[src/rtl/core/sha_pkg.sv]
// Package for the SHA-256 byte stream hasher: payload types and constants.
// No dependencies.
`default_nettype none
package sha_pkg;
	typedef struct packed {
		logic [7:0] msg_byte;
		logic       has_byte;
		logic       end_of_msg;
	} in_word_t;

	typedef struct packed {
		logic [31:0] digest_word;
		logic [2:0]  word_index;
		logic        last_word;
	} out_word_t;

	localparam logic [31:0] PadWord = 32'h80000000;

	function automatic logic [31:0] init_hash(input logic [2:0] i);
		case (i)
			3'd0: init_hash = 32'h6a09e667;
			3'd1: init_hash = 32'hbb67ae85;
			3'd2: init_hash = 32'h3c6ef372;
			3'd3: init_hash = 32'ha54ff53a;
			3'd4: init_hash = 32'h510e527f;
			3'd5: init_hash = 32'h9b05688c;
			3'd6: init_hash = 32'h1f83d9ab;
			default: init_hash = 32'h5be0cd19;
		endcase
	endfunction

	function automatic logic [31:0] round_k(input logic [5:0] r);
		logic [31:0] k [64];
		k = '{
			32'h428a2f98, 32'h71374491, 32'hb5c0fbcf, 32'he9b5dba5,
			32'h3956c25b, 32'h59f111f1, 32'h923f82a4, 32'hab1c5ed5,
			32'hd807aa98, 32'h12835b01, 32'h243185be, 32'h550c7dc3,
			32'h72be5d74, 32'h80deb1fe, 32'h9bdc06a7, 32'hc19bf174,
			32'he49b69c1, 32'hefbe4786, 32'h0fc19dc6, 32'h240ca1cc,
			32'h2de92c6f, 32'h4a7484aa, 32'h5cb0a9dc, 32'h76f988da,
			32'h983e5152, 32'ha831c66d, 32'hb00327c8, 32'hbf597fc7,
			32'hc6e00bf3, 32'hd5a79147, 32'h06ca6351, 32'h14292967,
			32'h27b70a85, 32'h2e1b2138, 32'h4d2c6dfc, 32'h53380d13,
			32'h650a7354, 32'h766a0abb, 32'h81c2c92e, 32'h92722c85,
			32'ha2bfe8a1, 32'ha81a664b, 32'hc24b8b70, 32'hc76c51a3,
			32'hd192e819, 32'hd6990624, 32'hf40e3585, 32'h106aa070,
			32'h19a4c116, 32'h1e376c08, 32'h2748774c, 32'h34b0bcb5,
			32'h391c0cb3, 32'h4ed8aa4a, 32'h5b9cca4f, 32'h682e6ff3,
			32'h748f82ee, 32'h78a5636f, 32'h84c87814, 32'h8cc70208,
			32'h90befffa, 32'ha4506ceb, 32'hbef9a3f7, 32'hc67178f2
		};
		round_k = k[r];
	endfunction
endpackage
`default_nettype wire

[src/rtl/core/sha_round.sv]
// One SHA-256 round datapath plus schedule expansion, shared by all 64 rounds.
// Depends on sha_pkg for the round constants.
`default_nettype none
module sha_round (
	input  wire logic [255:0] vars,
	input  wire logic [511:0] sched,
	input  wire logic [5:0]   rnd,
	output logic      [255:0] vars_nxt,
	output logic      [31:0]  w
);
	import sha_pkg::*;

	logic [31:0] a, b, c, d, e, f, g, h, t1, t2, x15, x2, x16, x7;

	function automatic logic [31:0] rotr(input logic [31:0] x, input int n);
		rotr = (x >> n) | (x << (32 - n));
	endfunction

	// schedule is a shift line: word 0 oldest, word 15 newest
	always_comb begin
		x16 = sched[511:480];
		x15 = sched[479:448];
		x7  = sched[223:192];
		x2  = sched[63:32];
		if (rnd < 6'd16)
			w = sched[511:480];
		else
			w = (rotr(x2, 17) ^ rotr(x2, 19) ^ (x2 >> 10)) + x7
				+ (rotr(x15, 7) ^ rotr(x15, 18) ^ (x15 >> 3)) + x16;
		{a, b, c, d, e, f, g, h} = vars;
		t1 = h + (rotr(e, 6) ^ rotr(e, 11) ^ rotr(e, 25)) + ((e & f) ^ (~e & g))
			+ round_k(rnd) + w;
		t2 = (rotr(a, 2) ^ rotr(a, 13) ^ rotr(a, 22)) + ((a & b) ^ (a & c) ^ (b & c));
		vars_nxt = {t1 + t2, a, b, c, d + t1, e, f, g};
	end
endmodule
`default_nettype wire

[src/rtl/core/sha256_byte_stream_hasher_top.sv]
// SHA-256 byte stream hasher, top level.
// Depends on sha_pkg and sha_round.
//
// Bytes enter one per accepted word and are packed big-endian into a 16-word
// block buffer. Each full block runs 64 rounds on the shared round unit, one
// round per cycle, then ST_ADD folds the result into the chaining value;
// input is not ready meanwhile. An end word pads the message (one or two
// blocks), then the eight digest words leave through the output register,
// index 0 first, last_word on the eighth; a new message may start once the
// last digest word is taken. A has_byte=0 end word adds no byte; sent first,
// it hashes the empty message.
`default_nettype none
module sha256_byte_stream_hasher_top (
	input  wire logic                clk,
	input  wire logic                arst_n,
	input  wire logic                in_valid,
	output logic                     in_ready,
	input  wire sha_pkg::in_word_t   in_data,
	output logic                     out_valid,
	input  wire logic                out_ready,
	output sha_pkg::out_word_t       out_data
);
	import sha_pkg::*;

	localparam logic [2:0] ST_IDLE = 3'd0;
	localparam logic [2:0] ST_RND  = 3'd1;
	localparam logic [2:0] ST_ADD  = 3'd2;
	localparam logic [2:0] ST_PAD  = 3'd3;
	localparam logic [2:0] ST_LEN  = 3'd4;
	localparam logic [2:0] ST_OUT  = 3'd5;

	logic [2:0]   state_q;
	logic [255:0] chain_q, vars_q, vars_nxt;
	logic [511:0] sched_q;
	logic [5:0]   cnt_q, rnd_q;
	logic [63:0]  bits_q;
	logic         fin_q;     // padding pending after this compression
	logic         lenblk_q;  // the block being compressed is the last one
	logic         padded_q;  // 0x80 already placed; the extra block is all zero
	logic [2:0]   oidx_q;
	logic [31:0]  w;

	sha_round u_round (.vars(vars_q), .sched(sched_q), .rnd(rnd_q),
		.vars_nxt(vars_nxt), .w(w));

	assign in_ready  = (state_q == ST_IDLE);
	assign out_valid = (state_q == ST_OUT);
	always_comb begin
		out_data.digest_word = chain_q[255 - 32*oidx_q -: 32];
		out_data.word_index  = oidx_q;
		out_data.last_word   = (oidx_q == 3'd7);
	end

	function automatic logic [255:0] iv();
		logic [255:0] v;
		for (int i = 0; i < 8; i++) v[255 - 32*i -: 32] = init_hash(3'(i));
		return v;
	endfunction

	always_ff @(posedge clk or negedge arst_n) begin
		if (!arst_n) begin
			state_q <= ST_IDLE;
			chain_q <= iv();
			vars_q <= iv();
			sched_q <= '0;
			cnt_q <= '0;
			bits_q <= '0;
			fin_q <= 1'b0;
			lenblk_q <= 1'b0;
			padded_q <= 1'b0;
			oidx_q <= '0;
			rnd_q <= '0;
		end else begin
			case (state_q)
				ST_IDLE: begin
					if (in_valid) begin
						fin_q <= in_data.end_of_msg;
						if (in_data.has_byte) begin
							sched_q[511 - 8*cnt_q -: 8] <= in_data.msg_byte;
							bits_q <= bits_q + 64'd8;
							cnt_q <= cnt_q + 6'd1;
							if (cnt_q == 6'd63) begin
								state_q <= ST_RND;
								rnd_q <= '0;
								vars_q <= chain_q;
								lenblk_q <= 1'b0;
							end else if (in_data.end_of_msg) state_q <= ST_PAD;
						end else if (in_data.end_of_msg) state_q <= ST_PAD;
					end
				end
				ST_RND: begin
					vars_q <= vars_nxt;
					sched_q <= {sched_q[479:0], w};
					rnd_q <= rnd_q + 6'd1;
					if (rnd_q == 6'd63) state_q <= ST_ADD;
				end
				ST_ADD: begin
					for (int i = 0; i < 8; i++)
						chain_q[255 - 32*i -: 32] <= chain_q[255 - 32*i -: 32]
							+ vars_q[255 - 32*i -: 32];
					if (lenblk_q) begin
						state_q <= ST_OUT;
						oidx_q <= '0;
					end else if (fin_q) state_q <= (cnt_q == 6'd0) ? ST_LEN : ST_PAD;
					else state_q <= ST_IDLE;
					// fresh final block: 0x80 first unless it already went into the last one
					if (!lenblk_q && fin_q && cnt_q == 6'd0)
						sched_q <= padded_q ? 512'd0 : {PadWord, 480'd0};
				end
				ST_PAD: begin
					// 0x80 after last byte, zeros to the end of the block
					for (int j = 0; j < 64; j++)
						if (6'(j) == cnt_q) sched_q[511 - 8*j -: 8] <= 8'h80;
						else if (6'(j) > cnt_q) sched_q[511 - 8*j -: 8] <= 8'h00;
					if (cnt_q >= 6'd56) begin
						// length does not fit: compress, then a zero block
						cnt_q <= '0;
						state_q <= ST_RND;
						rnd_q <= '0;
						vars_q <= chain_q;
						lenblk_q <= 1'b0;
						fin_q <= 1'b1;
						padded_q <= 1'b1;
					end else state_q <= ST_LEN;
				end
				ST_LEN: begin
					sched_q[63:0] <= bits_q;
					state_q <= ST_RND;
					rnd_q <= '0;
					vars_q <= chain_q;
					lenblk_q <= 1'b1;
				end
				ST_OUT: begin
					if (out_ready) begin
						oidx_q <= oidx_q + 3'd1;
						if (oidx_q == 3'd7) begin
							state_q <= ST_IDLE;
							chain_q <= iv();
							cnt_q <= '0;
							bits_q <= '0;
							fin_q <= 1'b0;
							lenblk_q <= 1'b0;
							padded_q <= 1'b0;
						end
					end
				end
				default: state_q <= ST_IDLE;
			endcase
		end
	end
endmodule
`default_nettype wire

[config.mk]
export PLATFORM = sky130hd
export DESIGN_NAME = sha256_byte_stream_hasher_top
export DESIGN_NICKNAME = d
export VERILOG_FILES = /design/src/rtl/core/sha_pkg.sv /design/src/rtl/core/sha_round.sv /design/src/rtl/core/sha256_byte_stream_hasher_top.sv
export SDC_FILE = /design/constraint.sdc
export NUM_CORES = 2
export LEC_CHECK = 0
export ABC_AREA = 1
export BUFFER_PORTS_ARGS = -buffer_cell sky130_fd_sc_hd__buf_2
export CAP_MARGIN = 20
export CORE_ASPECT_RATIO = 1.75
export CORE_MARGIN = 2
export CORE_UTILIZATION = 39
export CTS_CLUSTER_DIAMETER = 30
export DETAILED_ROUTE_END_ITERATION = 8
export GPL_TIMING_DRIVEN = 1
export PLACE_DENSITY = 0.52
export SLEW_MARGIN = 20
export SYNTH_ARGS = -nofsm -noshare
export SYNTH_HDL_FRONTEND = slang
export SYNTH_SLANG_ARGS = --single-unit
export TNS_END_PERCENT = 30
[constraint.sdc]
create_clock -name clk -period 14.8 [get_ports clk]
set_input_delay 0.74 -clock clk [delete_from_list [all_inputs] [get_ports clk]]
set_output_delay 0.74 -clock clk [all_outputs]
set_load 0.01 [all_outputs]
## Yosys cells after proc, flatten, opt, wreduce, memory -nomap -nowiden

Memories as Yosys holds them, arrays and structs flattened.
Cells that the tools add are included.

| storage, ports and cells | value |
|---|---|
| input bits | 14 |
| memories | 1 |
| bits in read-only memories | 2048 |
| register bits after elaboration | 1109 |
| word-level logic and storage cells | 615 |
| output and inout bits | 38 |

Memory list:

| memory | depth | bits a word | read ports | clocked after Yosys merged registers in | wr ports | RTL line | RTL |
|---|---|---|---|---|---|---|---|
| (no name shown) | 64 | 32 | 1 | 0 | 0 | sha_pkg.sv:52 | `round_k = k[r];` |

| cells by class | value |
|---|---|
| reductions and logical operators | 86 |
| bitwise gates (word level) | 28 |
| shifts and indexed selects | 3 |
| $add $sub $neg | 25 |
| equality and inequality tests | 144 |
| magnitude comparators | 67 |
| multiplexer cells | 187 |

Operators with widths:

| operator | count |
|---|---|
| 512-bit two-way mux | 4 |
| 448-bit one-hot mux with 4 select lines | 1 |
| 256-bit two-way mux | 6 |
| 8-bit two-way mux | 128 |
| 256-bit one-hot mux with 4 select lines | 1 |
| 32-bit adder | 18 |
| 8-bit by 34-bit variable shift with 519-bit output, first input constant | 1 |
| 8-bit by 34-bit indexed part select with 519-bit output | 1 |
| 512-bit bitwise mux | 1 |
| 256-bit one-hot mux with 2 select lines | 1 |
| 5-bit AND reduction | 67 |
| 64-bit one-hot mux with 5 select lines | 1 |
| 32-bit bitwise XOR | 9 |
| 287-bit by 33-bit indexed part select with 32-bit output | 1 |
| 64-bit two-way mux | 4 |
| 6-bit equality test, first input constant | 32 |
| 6-bit greater-than comparator, first input constant | 32 |
| 3-bit inequality test, second input constant | 64 |
| 32-bit bitwise AND | 5 |
| 64-bit one-hot mux with 2 select lines | 1 |
| 5-bit by 6-bit equality test with 1-bit output, first input constant | 16 |
| 5-bit by 6-bit greater-than comparator with 1-bit output, first input constant | 16 |
| 32-bit two-way mux | 3 |
| 64-bit by 4-bit adder with 64-bit output, second input constant | 1 |
| 58 further kinds | 126 |

## Longest topological paths before layout

| depth | value |
|---|---|
| depth after elaboration | 10 |
| mapped depth | 48 |
| depth with buffers taken out | 47 |

## By module

From an unflattened synthesis, not the netlist that was laid out.

| second synthesis, totals | value |
|---|---|
| cell total of the unflattened synthesis | 13336 |
| area, all modules | 91427.7 µm² |

Modules (own cells, without submodules):

| module | seq. area each (µm²) | times used | cells an instance | area each (µm²) |
|---|---|---|---|---|
| sha256_byte_stream_hasher_top | 28016.9 | 1 | 10683 | 72848.6 |
| sha_round | 0.0 | 1 | 2653 | 18579.1 |

## Worst setup path after synthesis

Ideal clock, no wire load.

| timing path | value |
|---|---|
| kind | register -> register |
| start point | reg sched_q[467] |
| end point | reg vars_q[255] |
| data arrival time | 7385 ps |
| path slack | 7297 ps |
| path buffers | 0 |
| data required time | 14682 ps |
| stages on the path, launching flop included | 46 |
| setup time | 118 ps |
| clock period less this slack | 7503 ps |
| path through | dfrtp_1 xnor2_1 xor2_1 inv_1 fa_1 fa_1 ha_1 fa_1 nand2_1 nand2_1 and2_1 a21oi_1 o21ai_0 nand2_1 nand2_1 or2_2 nand3_1 o21ai_0 [... 10 more ...] nand3_1 nand2_1 nand2_1 nand2_1 xor2_1 fa_1 ha_1 a21oi_1 o21bai_1 a21oi_1 nand2_1 a21oi_1 nand2_1 xor2_1 inv_1 nand3_1 nand3_1 nand2_1 |

| on the way | value |
|---|---|
| longest elaborated chain between the ends | 9 |
| elaborated cells on any way between the ends | 10 |
| classes of those cells | add/sub (4); mux (2); bitwise (4) |

Ends and longest elaborated chain:

| what | RTL line | RTL |
|---|---|---|
| from (decl) | sha256_byte_stream_hasher_top.sv:34 | `logic [511:0] sched_q;` |
| from (signal, indexed assignment) | sha256_byte_stream_hasher_top.sv:79 | `sched_q[511 - 8*cnt_q -: 8] <= in_data.msg_byte;` |
| from (signal assigned) | sha256_byte_stream_hasher_top.sv:93 | `sched_q <= {sched_q[479:0], w};` |
| from (signal assigned) | sha256_byte_stream_hasher_top.sv:108 | `sched_q <= padded_q ? 512'd0 : {PadWord, 480'd0};` |
| 14-bit by 32-bit bitwise OR with 32-bit output or 25-bit by 32-bit bitwise OR with 32-bit output (tied branches) | sha_round.sv:16 | `rotr = (x >> n) \| (x << (32 - n));` |
| 32-bit bitwise XOR | sha_round.sv:29 | `+ (rotr(x15, 7) ^ rotr(x15, 18) ^ (x15 >> 3)) + x16;` |
| 32-bit by 29-bit bitwise XOR with 32-bit output * | sha_round.sv:29 |  |
| 32-bit adder * (2 in a row) | sha_round.sv:29 |  |
| 32-bit two-way mux * | sha_round.sv:25 | `if (rnd < 6'd16)` |
| 32-bit adder * | sha_round.sv:32 | `+ round_k(rnd) + w;` |
| 32-bit adder * | sha_round.sv:34 | `vars_nxt = {t1 + t2, a, b, c, d + t1, e, f, g};` |
| 256-bit one-hot mux with 4 select lines * | sha256_byte_stream_hasher_top.sv:74 | `case (state_q)` |
| to (signal assigned) | sha256_byte_stream_hasher_top.sv:64 | `vars_q <= iv();` |
| to (signal assigned) | sha256_byte_stream_hasher_top.sv:85 | `vars_q <= chain_q;` |
| to (signal assigned) | sha256_byte_stream_hasher_top.sv:92 | `vars_q <= vars_nxt;` |
| to (decl) | sha256_byte_stream_hasher_top.sv:33 | `logic [255:0] chain_q, vars_q, vars_nxt;` |

Every way passes the cells marked *; elsewhere a longest branch is shown, timed or not.
A chain may end at the register's enable or synchronous reset.

## Worst setup path in the final report

| timing path | value |
|---|---|
| start point | reg sched_q[52] |
| end point | reg vars_q[246] |

| on the way | value |
|---|---|
| longest elaborated chain between the ends | 10 |
| elaborated cells on any way between the ends | 11 |
| classes of those cells | add/sub (5); mux (2); bitwise (4) |

Ends and longest elaborated chain:

| what | RTL line | RTL |
|---|---|---|
| 13-bit by 32-bit bitwise OR with 32-bit output or 15-bit by 32-bit bitwise OR with 32-bit output (tied branches) | sha_round.sv:16 |  |
| 32-bit bitwise XOR | sha_round.sv:28 | `w = (rotr(x2, 17) ^ rotr(x2, 19) ^ (x2 >> 10)) + x7` |
| 32-bit by 22-bit bitwise XOR with 32-bit output * | sha_round.sv:28 |  |
| 32-bit adder * | sha_round.sv:28 |  |
| 32-bit adder * (2 in a row) | sha_round.sv:29 |  |
| 32-bit two-way mux * | sha_round.sv:25 |  |
| 32-bit adder * | sha_round.sv:32 |  |
| 32-bit adder * | sha_round.sv:34 |  |
| 256-bit one-hot mux with 4 select lines * | sha256_byte_stream_hasher_top.sv:74 |  |

Marked as above.

==> flow_summary.yaml <==
outcome:
  status: "finished, final reports clean"
logic_synthesis:
  synth_edf_count: 0
  synthArstFlopShare_pct: 100
  synth_area_per_cell_um2: 7.34
  synth_nets: 12200
  ys.flop_type: "dfrtp_1"
  syn-cell-area_um2: 85000
  ys_ff_latch: 1106
  synthCells: 11600
  yosysSeqAreaShare_pct: 33.0
  synth.distinct_cells: 79
  ys_warn_count: 0
placement:
  placed_cell_area_um2: 88100
  port_buffers: 51
  hpwl_um: 373000
  gp_congestion: 1.09
worst_setup_path:
  cp.required_ns: 15.49
  slowest_stage: "xor2_1"
  crit_path_start_kind: "flip-flop"
  crit_arrival_ns: 10.82
  critPathCaptureType: "flip-flop"
  path_max_fanout: 5
  cp_common_cell: "nand2_1"
  max_stage_delay_ns: 0.94
  path_class: "reg -> reg"
clock_tree:
  cts-root-buf: "clkbuf_16"
  clockBufferDepth: 4
  htreeDepth: 5
  clk_latency_ns: 0.88
  cts_buffers: 270
  cts_hold_buf: 1
  cts_setup_buffers: 0
  clock-sinks: 1106
  cts_tree: "done"
  cts_resized: 0
  clk_pin_slew_ns: 0.05
timing:
  hold_viol: 0
  fin_skew_ns: 0.0685
  rsz0062_at_grt: "false"
  clock.fmax_ghz: 0.0987
  worst_hold_slack_ns: 0.282
  tns_ns: 0
  final_max_slew_viol_count: 0
  setup_violations: 0
  tightest_slew_ns: 1.34
  min_period_ns: 10.13
  min_period_over_period_pct: 68.4
  relSlewSlack_pct: 9.83
routing:
  drt_first_pass_iters: 7
  wl_per_cell_um: 32.7
  finalWirelength_um: 479000
  dr_total_vias: 88700
  drc: 0
  antenna_left: 0
  drtIter0Drc: 8666
  vias_per_cell: 6.05
final_layout:
  area_growth_pct: 14.7
  drive_gt1_share_pct: 9.53
  num-nets-final: 12200
  final_cell_mix: "nand2_1 (2,160), inv_1 (1,672), o21ai_0 (1,139), a21oi_1 (982), nor2_1 (885)"
  layout_commonest_cell: "nand2_1"
  fillers: 22500
  fin_area_um2: 97400
die:
  initial_core_util_pct: 39.2
  io_pins: 52
  die_w_um: 357
  std_cell_rows: 226
  core_area_um2: 217000
  die-area_um2: 222000
  die_h_um: 621
power:
  power_frac_comb_pct: 2.1
  switching_power_mw: 2.26
  internal-power_mw: 7.14
  p_per_area_nw_per_um2: 96.5
  p_clk_share_pct: 65.7
  seqPwrFrac_pct: 32.3
  switching_share_pct: 24.1
  ir_drop_mv: 0.110
  leakage_nw: 45.8
global_routing:
  first_global_vias: 88900
  grt_pass1_wl_um: 670000
  grt.total_usage_pct: 42.5
  grt-ovfl-total: 0
  antenna_found_initial: 32
  grt_max_degree: 163
min_path:
  hp-class: "in -> reg"
job:
  cap_viol_max_count: 0
## path summary, 6_finish.rpt
kind	from	endpoint	slack (ns)	depth (start not counted)
worst min register to register	sched_q[227]$_DFFE_PN0P_	sched_q[227]$_DFFE_PN0P_	0.47	2
worst max-delay path	sched_q[52]$_DFFE_PN0P_	vars_q[246]$_DFFE_PN0P_	4.67	31
max in group asynchronous	arst_n	chain_q[222]$_DFFE_PN0P_	11.32	5
worst min-delay path	in_data[0]	fin_q$_DFFE_PN0P_	0.28	3
worst max register to register	sched_q[52]$_DFFE_PN0P_	vars_q[246]$_DFFE_PN0P_	4.67	31
min in group asynchronous	arst_n	sched_q[259]$_DFFE_PN0P_	0.46	2
## logic make-up after synthesis
logic type / count (synthesis) / share of synthesized area (%)
xor gates and xnor gates: 444 / 4.58
DFF: 1106 / 33.0
buffers and inverters: 2190 / 9.93
adders and majority gates: 604 / 10.6
muxes: 39 / 0.513
AOI/OAI and AO/OA: 3367 / 22.9
and+or+nand+nor: 3816 / 18.5
## sequential cells by signal, indices dropped and copies added (netlist names), 3 cells and up
name and cells:
sched_q 512, vars_q 256, state_q 3, rnd_q 6, cnt_q 6, chain_q 256, oidx_q 3, bits_q 61
## cell type report
type	count	area, um2	share of cell area, %
repair buffers	207	1510	1.55
clock buffers	342	7440	7.64
multi-input cells	8270	48600	49.9
well taps	2850	3570	3.66
diodes	26	65.1	0.0668
flip-flops and latches	1106	28000	28.8
inverters	1704	6430	6.60
clock inverters	140	1780	1.83
## stage by stage
stage	worst slack [ns]	utilization, %	total power [mW]	cells
after floorplan	7.30	-	3.13	11600
after global placement	4.94	40.7	3.27	14100
after detailed placement	5.05	40.7	3.27	14100
after CTS	5.02	44.9	9.45	14600
after global routing	4.03	45.0	9.60	14600
final	4.67	45.0	9.40	14600
## routing by layer
layer | vias up | share of wire [%] | global-route usage [%]
li1 | 39000 | - | -
met1 | 43100 | 32 | 41.1
met2 | 4624 | 48 | 71.8
met3 | 1929 | 6.3 | 8.60
met4 | 16 | 14 | 46.4
met5 | - | 0.022 | 0.0440
## synthesized netlist by cell type, types with 10 or more instances
cell type,n,share of area [%]
buf_2,71,0.42
nand3b_1,17,0.15
o21a_1,20,0.18
o31ai_1,31,0.27
xor2_1,268,2.8
a31oi_1,96,0.71
o32ai_1,23,0.24
o211ai_1,45,0.40
inv_1,1675,7.4
dfrtp_1,834,25
nor4_1,36,0.27
mux2_2,36,0.48
a21boi_0,28,0.25
o221ai_1,71,0.73
inv_2,24,0.11
dfstp_2,272,8.4
a21o_1,70,0.62
nand4_1,69,0.51
a211oi_1,26,0.23
o21ai_1,11,0.065
a32oi_1,13,0.13
nor2_2,19,0.14
nand3_1,389,2.3
ha_1,399,5.9
nor3_1,158,0.93
o22ai_1,585,4.3
nand2_1,2163,9.6
buf_1,36,0.16
a21oi_2,12,0.12
a22oi_1,32,0.28
nor2_1,889,3.9
o21ai_0,1153,6.8
maj3_1,10,0.12
nor2_4,12,0.16
a221oi_1,76,0.78
fa_1,195,4.6
or2_2,24,0.18
buf_4,22,0.19
a21oi_1,982,5.8
xnor2_1,176,1.8
clkbuf_1,350,1.5
o21bai_1,48,0.42
## power groups by stage
stage	clock network, mW	registers, mW	logic (mW)
after global routing	6.36	3.03	0.202
after CTS	6.22	3.04	0.192
after floorplan	0	3.08	0.0448
final	6.17	3.04	0.194
after detailed placement	0	3.08	0.191
after global placement	0	3.08	0.191
## critical path: cells and delay by family (launching register included)
family | cells | cell delay, ns
and+or+nand+nor | 9 | 1.32
DFF | 1 | 0.41
adders and majority gates | 7 | 3.32
xor gates and xnor gates | 3 | 1.91
AOI/OAI and AO/OA | 9 | 2.51
buffers and inverters | 3 | 0.44
Note: power is estimated with default switching activity, not from simulation.
